==> src/rtl/sre_pkg.sv <==
`default_nettype none

package sre_pkg;

    // frame geometry
    localparam int unsigned SRE_MAX_WIDTH    = 2048;
    localparam logic [11:0] SRE_WIDTH_RESET  = 12'd640;
    localparam logic [15:0] SRE_HEIGHT_RESET = 16'd480;

    // configuration register indexes
    typedef enum logic [0:0] {
        CFG_IMAGE_WIDTH  = 1'b0,
        CFG_IMAGE_HEIGHT = 1'b1
    } t_cfg_index;

    // one rgb pixel
    typedef struct packed {
        logic [7:0] red;
        logic [7:0] green;
        logic [7:0] blue;
    } t_rgb;

    // 3x3 window, [row][col], col 2 newest, row 2 newest
    typedef t_rgb [2:0][2:0] t_window;

    // input transaction payload
    typedef struct packed {
        logic [7:0] red_in;
        logic [7:0] green_in;
        logic [7:0] blue_in;
    } t_pix_in;

    // output transaction payload
    typedef struct packed {
        logic [7:0] red_edge;
        logic [7:0] green_edge;
        logic [7:0] blue_edge;
        logic       frame_done;
    } t_pix_out;

endpackage

`default_nettype wire

==> src/rtl/sre_kernel.sv <==
`default_nettype none

module sre_kernel
    import sre_pkg::*;
(
    input  wire t_window    i_win,
    output logic [7:0]      o_red_edge,
    output logic [7:0]      o_green_edge,
    output logic [7:0]      o_blue_edge
);

    // |gh| + |gv| of one channel, saturated to 8 bits
    function automatic logic [7:0] edge_mag(input logic [2:0][2:0][7:0] p);
        logic [9:0]  hp;
        logic [9:0]  hn;
        logic [9:0]  vp;
        logic [9:0]  vn;
        logic [9:0]  gh;
        logic [9:0]  gv;
        logic [10:0] m;
        hp = {2'b00, p[0][2]} + {1'b0, p[1][2], 1'b0} + {2'b00, p[2][2]};
        hn = {2'b00, p[0][0]} + {1'b0, p[1][0], 1'b0} + {2'b00, p[2][0]};
        vp = {2'b00, p[2][0]} + {1'b0, p[2][1], 1'b0} + {2'b00, p[2][2]};
        vn = {2'b00, p[0][0]} + {1'b0, p[0][1], 1'b0} + {2'b00, p[0][2]};
        gh = (hp >= hn) ? (hp - hn) : (hn - hp);
        gv = (vp >= vn) ? (vp - vn) : (vn - vp);
        m  = {1'b0, gh} + {1'b0, gv};
        return (m > 11'd255) ? 8'hFF : m[7:0];
    endfunction

    logic [2:0][2:0][7:0] red_p;
    logic [2:0][2:0][7:0] green_p;
    logic [2:0][2:0][7:0] blue_p;

    // split the window into channel planes
    always_comb begin
        for (int r = 0; r < 3; r++) begin
            for (int c = 0; c < 3; c++) begin
                red_p[r][c]   = i_win[r][c].red;
                green_p[r][c] = i_win[r][c].green;
                blue_p[r][c]  = i_win[r][c].blue;
            end
        end
    end

    assign o_red_edge   = edge_mag(red_p);
    assign o_green_edge = edge_mag(green_p);
    assign o_blue_edge  = edge_mag(blue_p);

endmodule

`default_nettype wire

==> config.mk <==
export PLATFORM = sky130hd
export DESIGN_NAME = sre_kernel
export DESIGN_NICKNAME = d
export VERILOG_FILES = /design/src/rtl/sre_pkg.sv /design/src/rtl/sre_kernel.sv
export SDC_FILE = /design/constraint.sdc
export NUM_CORES = 1
export LEC_CHECK = 0
export BUFFER_PORTS_ARGS = -buffer_cell sky130_fd_sc_hd__clkbuf_2
export CAP_MARGIN = 10
export CELL_PAD_IN_SITES_DETAIL_PLACEMENT = 1
export CELL_PAD_IN_SITES_GLOBAL_PLACEMENT = 1
export CORE_MARGIN = 2
export CORE_UTILIZATION = 40
export DETAILED_ROUTE_END_ITERATION = 7
export PLACE_DENSITY_LB_ADDON = 0.1
export SLEW_MARGIN = 0
export SYNTH_ARGS = -nofsm -noshare
export SYNTH_HDL_FRONTEND = slang
export SYNTH_SLANG_ARGS = --single-unit
==> constraint.sdc <==
create_clock -name vclk -period 14.9
set_input_delay 1.49 -clock vclk [all_inputs]
set_output_delay 1.49 -clock vclk [all_outputs]
set_load 0.02 [all_outputs]
==> qor.yml, run 1 <==
status: "complete, no violations"
ioPinCount: 240
layout_common_cells: "271 x inv_1, 252 x ha_1, 216 x clkbuf_2"
routed_wl_um: 35000
grt_max_degree: 15
avgViaCountPerCell: 5.19
core-area_um2: 30700
worstHoldPathType: "in2out"
postCtsHoldBufs: 0
overflow: 0
worst_ep_arrival_time_ps: 8250
sequential_cell_total: 0
max_freq_mhz: 103
final_common_cell: "inv_1"
grt_pass1_vias: 11815
grt_pass1_wl_um: 58600
port_buffers: 216
die_h_um: 181
rows: 64
dpl.hpwl_um: 32300
syn_area_per_cell_um2: 8.10
first_iter_violations: 373
ys_types: 69
drt_first_pass_iters: 4
start_util: 0.407
hold_violations: 0
syn_to_final_growth_pct: 11.2
antenna_found_initial: 0
nets: 2304
syn_nets: 2119
worst_setup_path_end_kind: "output pin"
post-cts-setup-buffers: 0
die_x_um: 181
seq_area_um2: 0
fin_util: 0.452
path_max_fanout: 14
avgRoutedWirePerCell_um: 16.5
required_ps: 13410
cts_resized: 0
fin_crit_ps: 9740
cap_violations: 0
tightest_slew_ps: 1030
vias: 10997
maxSlewHeadroom: 0.311
place_congestion: 0.859
finalMaxSlewViolations: 0
clockBufferCount: 0
setup_tns_ps: 0
grt_setup_unrepaired: "no"
layout_worst_path_cycle_share: 0.654
cp-start-kind: "primary input"
netlist_area_um2: 12500
ant_nets: 0
setup_viol: 0
path_class: "in2out"
die_area_um2: 32600
yosysWarnings: 0
drc: 0
n_antenna_cell: 0
yosysSeqAreaShare: 0
grt.total_usage: 0.213
drive_gt1_frac: 0.140
synthCells: 1540
[worst max-delay path: stages]
cell      delay (ps)
clkbuf_2          70
inv_1             70
fa_1             550
inv_1             50
ha_1             220
fa_1             430
a21o_1           230
a21oi_1          290
o21bai_1         100
a21oi_1          230
xor2_1           250
ha_1             390
a21oi_1          280
o21ai_0          240
o41ai_4          820
mux2_1           430
fa_1             440
a21o_1           170
a21oi_1          320
o21ai_1          140
and2_1           160
a31oi_1          440
a311o_1          240
clkbuf_2         180
[routing by layer]
layer  up-vias  wire (um)  track usage
li1       5602          -            -
met2       204      16900        0.386
met4         0        180      0.00935
met3        10        914      0.00364
met1      5181      16900        0.298
met5         -          0            0
[cells by family (layout without fill, tap and decap cells)]
family / count (synthesis) / count (layout) / share of synthesized area
XOR/XNOR: 162 / 162 / 0.114
multiplexers: 33 / 33 / 0.0273
adder cells (fa/ha/maj): 363 / 363 / 0.431
AND/OR/NAND/NOR: 287 / 287 / 0.116
buffers and inverters: 304 / 487 / 0.0959
AO/OA/AOI/OAI: 391 / 391 / 0.216
[cells in the mapped netlist (4+ instances only)]
master,instances,area share
xor2_1,83,0.058
nor2_1,79,0.024
nand3b_1,14,0.0084
a31oi_1,30,0.015
o21ai_0,38,0.015
o21ai_1,30,0.012
nor2b_1,28,0.014
o21a_1,26,0.016
buf_2,13,0.0052
nand2_1,45,0.014
and3_1,4,0.0020
or2_2,5,0.0025
ha_1,252,0.25
o211ai_1,4,0.0024
nand3_1,26,0.010
nand2b_1,24,0.012
o41ai_1,5,0.0035
o41ai_2,9,0.012
a21o_1,70,0.042
and2_1,4,0.0020
o21bai_1,14,0.0084
mux2_1,4,0.0036
inv_1,271,0.082
nand4_1,11,0.0055
fa_1,111,0.18
o41a_1,4,0.0036
xnor2_1,79,0.055
a211oi_1,18,0.011
o31ai_1,6,0.0036
clkbuf_1,12,0.0036
nor3_1,32,0.013
mux2i_1,27,0.022
a21oi_1,101,0.041
buf_4,4,0.0024
[stage by stage]
step	instances	hold slack [ps]	worst slack, ps	instance area, um2
after floorplan	1540	3670	6650	12500
after global placement	2119	3920	5390	13900
after detailed placement	2119	3930	5240	13900
after CTS	2119	3930	5210	13900
after global routing	2119	3980	4700	13900
final	2119	3920	5160	13900
[final cells by class]
type                            instances  area (um2)
Tap cell                              396         495
Inverter                              271        1020
Multi-Input combinational cell       1236       11300
Fill cell                            3833       16800
Timing Repair Buffer                  216        1080
[final timing paths]
kind,start,to,slack [ps],cells past startpoint
worst max-delay path,i_win[153],o_green_edge[7],5160,24
worst min-delay path,i_win[64],o_red_edge[0],3920,7
Power of run 1 is left out: the tool's default activity adds up to more than one toggle a clock period on the data nets, which glitch-free logic cannot reach.
==> inputs of run 2 (changes only) <==
- ABC_AREA: default -> 1
- clock period: 14.9 -> 10.04 ns (I/O delays scaled with it)
==> qor.yml, run 2 <==
core-area_um2: 36500  # +19%
grtUsageMet1: 0.312  # +0.0140
path_max_fanout: 11  # -3
met2_usage: 0.469  # +0.0828
layout_common_cells: "770 x nand2_1, 598 x inv_1, 252 x ha_1"
avgViaCountPerCell: 5.00  # -3.7%
grt.total_usage: 0.248  # +0.0343
grt_pass1_wl_um: 79500  # +36%
finalMaxSlewViolations: 0  # unchanged
min_from: "i_win[192]"
critical_path.startpoint: "i_win[65]"
die_x_um: 196  # +8.6%
hold_violations: 0  # unchanged
path_class: "in2out"
netlist_area_um2: 14800  # +18%
yosysWarnings: 0  # unchanged
busiest_layer: "met2"
synth_top_cells_by_count: "770 x nand2_1, 598 x inv_1, 252 x ha_1"
overflow: 0  # unchanged
grt_max_degree: 16  # +1
final_common_cell: "nand2_1"
place_congestion: 0.892  # +3.9%
maxSlewHeadroom: 0.591  # +0.281
worst_setup_path_end_kind: "output pin"
antenna_found_initial: 0  # unchanged
status: "complete, no violations"
synthCells: 2491  # +62%
worstHoldPathType: "in2out"
yosysTopAreaCell: "ha_1"
yosys.area.top_type_share: 0.213  # -0.0394
seq_area_um2: 0  # unchanged
dpl.hpwl_um: 44200  # +37%
drive_gt1_frac: 0.0925  # -0.0479
cp_common_cell: "nand2_1"
max_freq_mhz: 133
die_h_um: 196  # +8.6%
fin_area_um2: 16300  # +18%
routed_wl_um: 47800  # +37%
vias: 15790  # +44%
cp-start-kind: "primary input"
dpl_cell_area_um2: 16300  # +18%
nets: 3272  # +42%
fin_crit_ps: 7550
ys_types: 27  # -61%
setup_tns_ps: 0  # unchanged
avgRoutedWirePerCell_um: 15.1  # -8.2%
postCtsHoldBufs: 0  # unchanged
post-cts-setup-buffers: 0  # unchanged
dpl_worst_slack_ps: 2480  # -2760 ps
cap_violations: 0  # unchanged
sequential_cell_total: 0  # unchanged
drt_first_pass_iters: 5  # +1
cts_resized: 0  # unchanged
worst_ep_arrival_time_ps: 6540  # -1710 ps
syn_area_per_cell_um2: 5.93  # -27%
max_stage_delay_ps: 540  # -280 ps
yosysMostFrequentCell: "nand2_1"
syn_nets: 3070  # +45%
first_iter_violations: 463  # +24%
start_util: 0.405  # -0.00212
use_met3: 0.00774  # +0.00410
num-fill-cells: 5135  # +34%
rows: 70  # +9.4%
yosysSeqAreaShare: 0  # unchanged
ioPinCount: 240  # unchanged
ant_nets: 0  # unchanged
clockBufferCount: 0  # unchanged
syn_to_final_growth_pct: 10.5
fin_hold_ws_ps: 2960  # -956 ps
grt_setup_unrepaired: "no"
ys_top_cells_by_area: "ha_1 21%, nand2_1 20%, inv_1 15%"
critPathSlowestCell: "fa_1"
multi_input_comb_area_um2: 12400  # +10%
grt_pass1_vias: 16823  # +42%
port_buffers: 216  # unchanged
required_ps: 9040  # -4370 ps
drc: 0  # unchanged
tightest_slew_ps: 607  # -421 ps
n_antenna_cell: 0  # unchanged
setup_ws_ps: 2490  # -2660 ps
die_area_um2: 38500  # +18%
setup_viol: 0  # unchanged
layout_worst_path_cycle_share: 0.752
==> run 2: changes by cell type after synthesis, moves of 50 or more <==
cell,change
xnor2_1,-55
a21o_1,-67
inv_1,+327
nand2_1,+725
nor2_1,+55
a21oi_1,+50
nand3_1,+169
==> run 2: path summary, 6_finish.rpt <==
path / end / slack, ps / cells past startpoint
worst max-delay path: o_red_edge[5] / 2490 / 29
worst min-delay path: o_blue_edge[0] / 2960 / 8
==> run 2: per-layer routing <==
metal | share of wire | vias to the layer above
met5 | 0 | -
met2 | 0.49 | 267
met3 | 0.023 | 47
li1 | - | 8057
met4 | 0.023 | 0
met1 | 0.46 | 7419
==> run 2: cell families (layout without fill, tap and decap cells) <==
logic type	count (synthesis)	after routing	synth area share
AND/OR/NAND/NOR	1213	1213	0.345
buffers and inverters	614	814	0.160
adder cells (fa/ha/maj)	363	363	0.364
AO/OA/AOI/OAI	202	202	0.0725
XOR/XNOR	99	99	0.0587
==> run 2: through the flow <==
| stage | utilization | std cells |
|---|---|---|
| after global placement | 0.447 | 3159 |
| after detailed placement | 0.447 | 3159 |
| final | 0.447 | 3159 |
| after floorplan | - | 2491 |
| after CTS | 0.447 | 3159 |
| after global routing | 0.447 | 3159 |
==> run 2: cell type report <==
cell class | instances | share of cell area
timing repair buffer | 216 | 0.0662
tap | 468 | 0.0359
inverter | 598 | 0.137
multi-input combinational | 1877 | 0.760
==> run 2: worst max-delay path: cells and delay by family <==
| family | cells | cell delay (ps) |
|---|---|---|
| compound gates | 3 | 710 |
| simple gates | 16 | 2370 |
| buf+inv | 5 | 440 |
| fa+ha+maj | 5 | 1980 |
Power of run 2 is left out for the same reason.
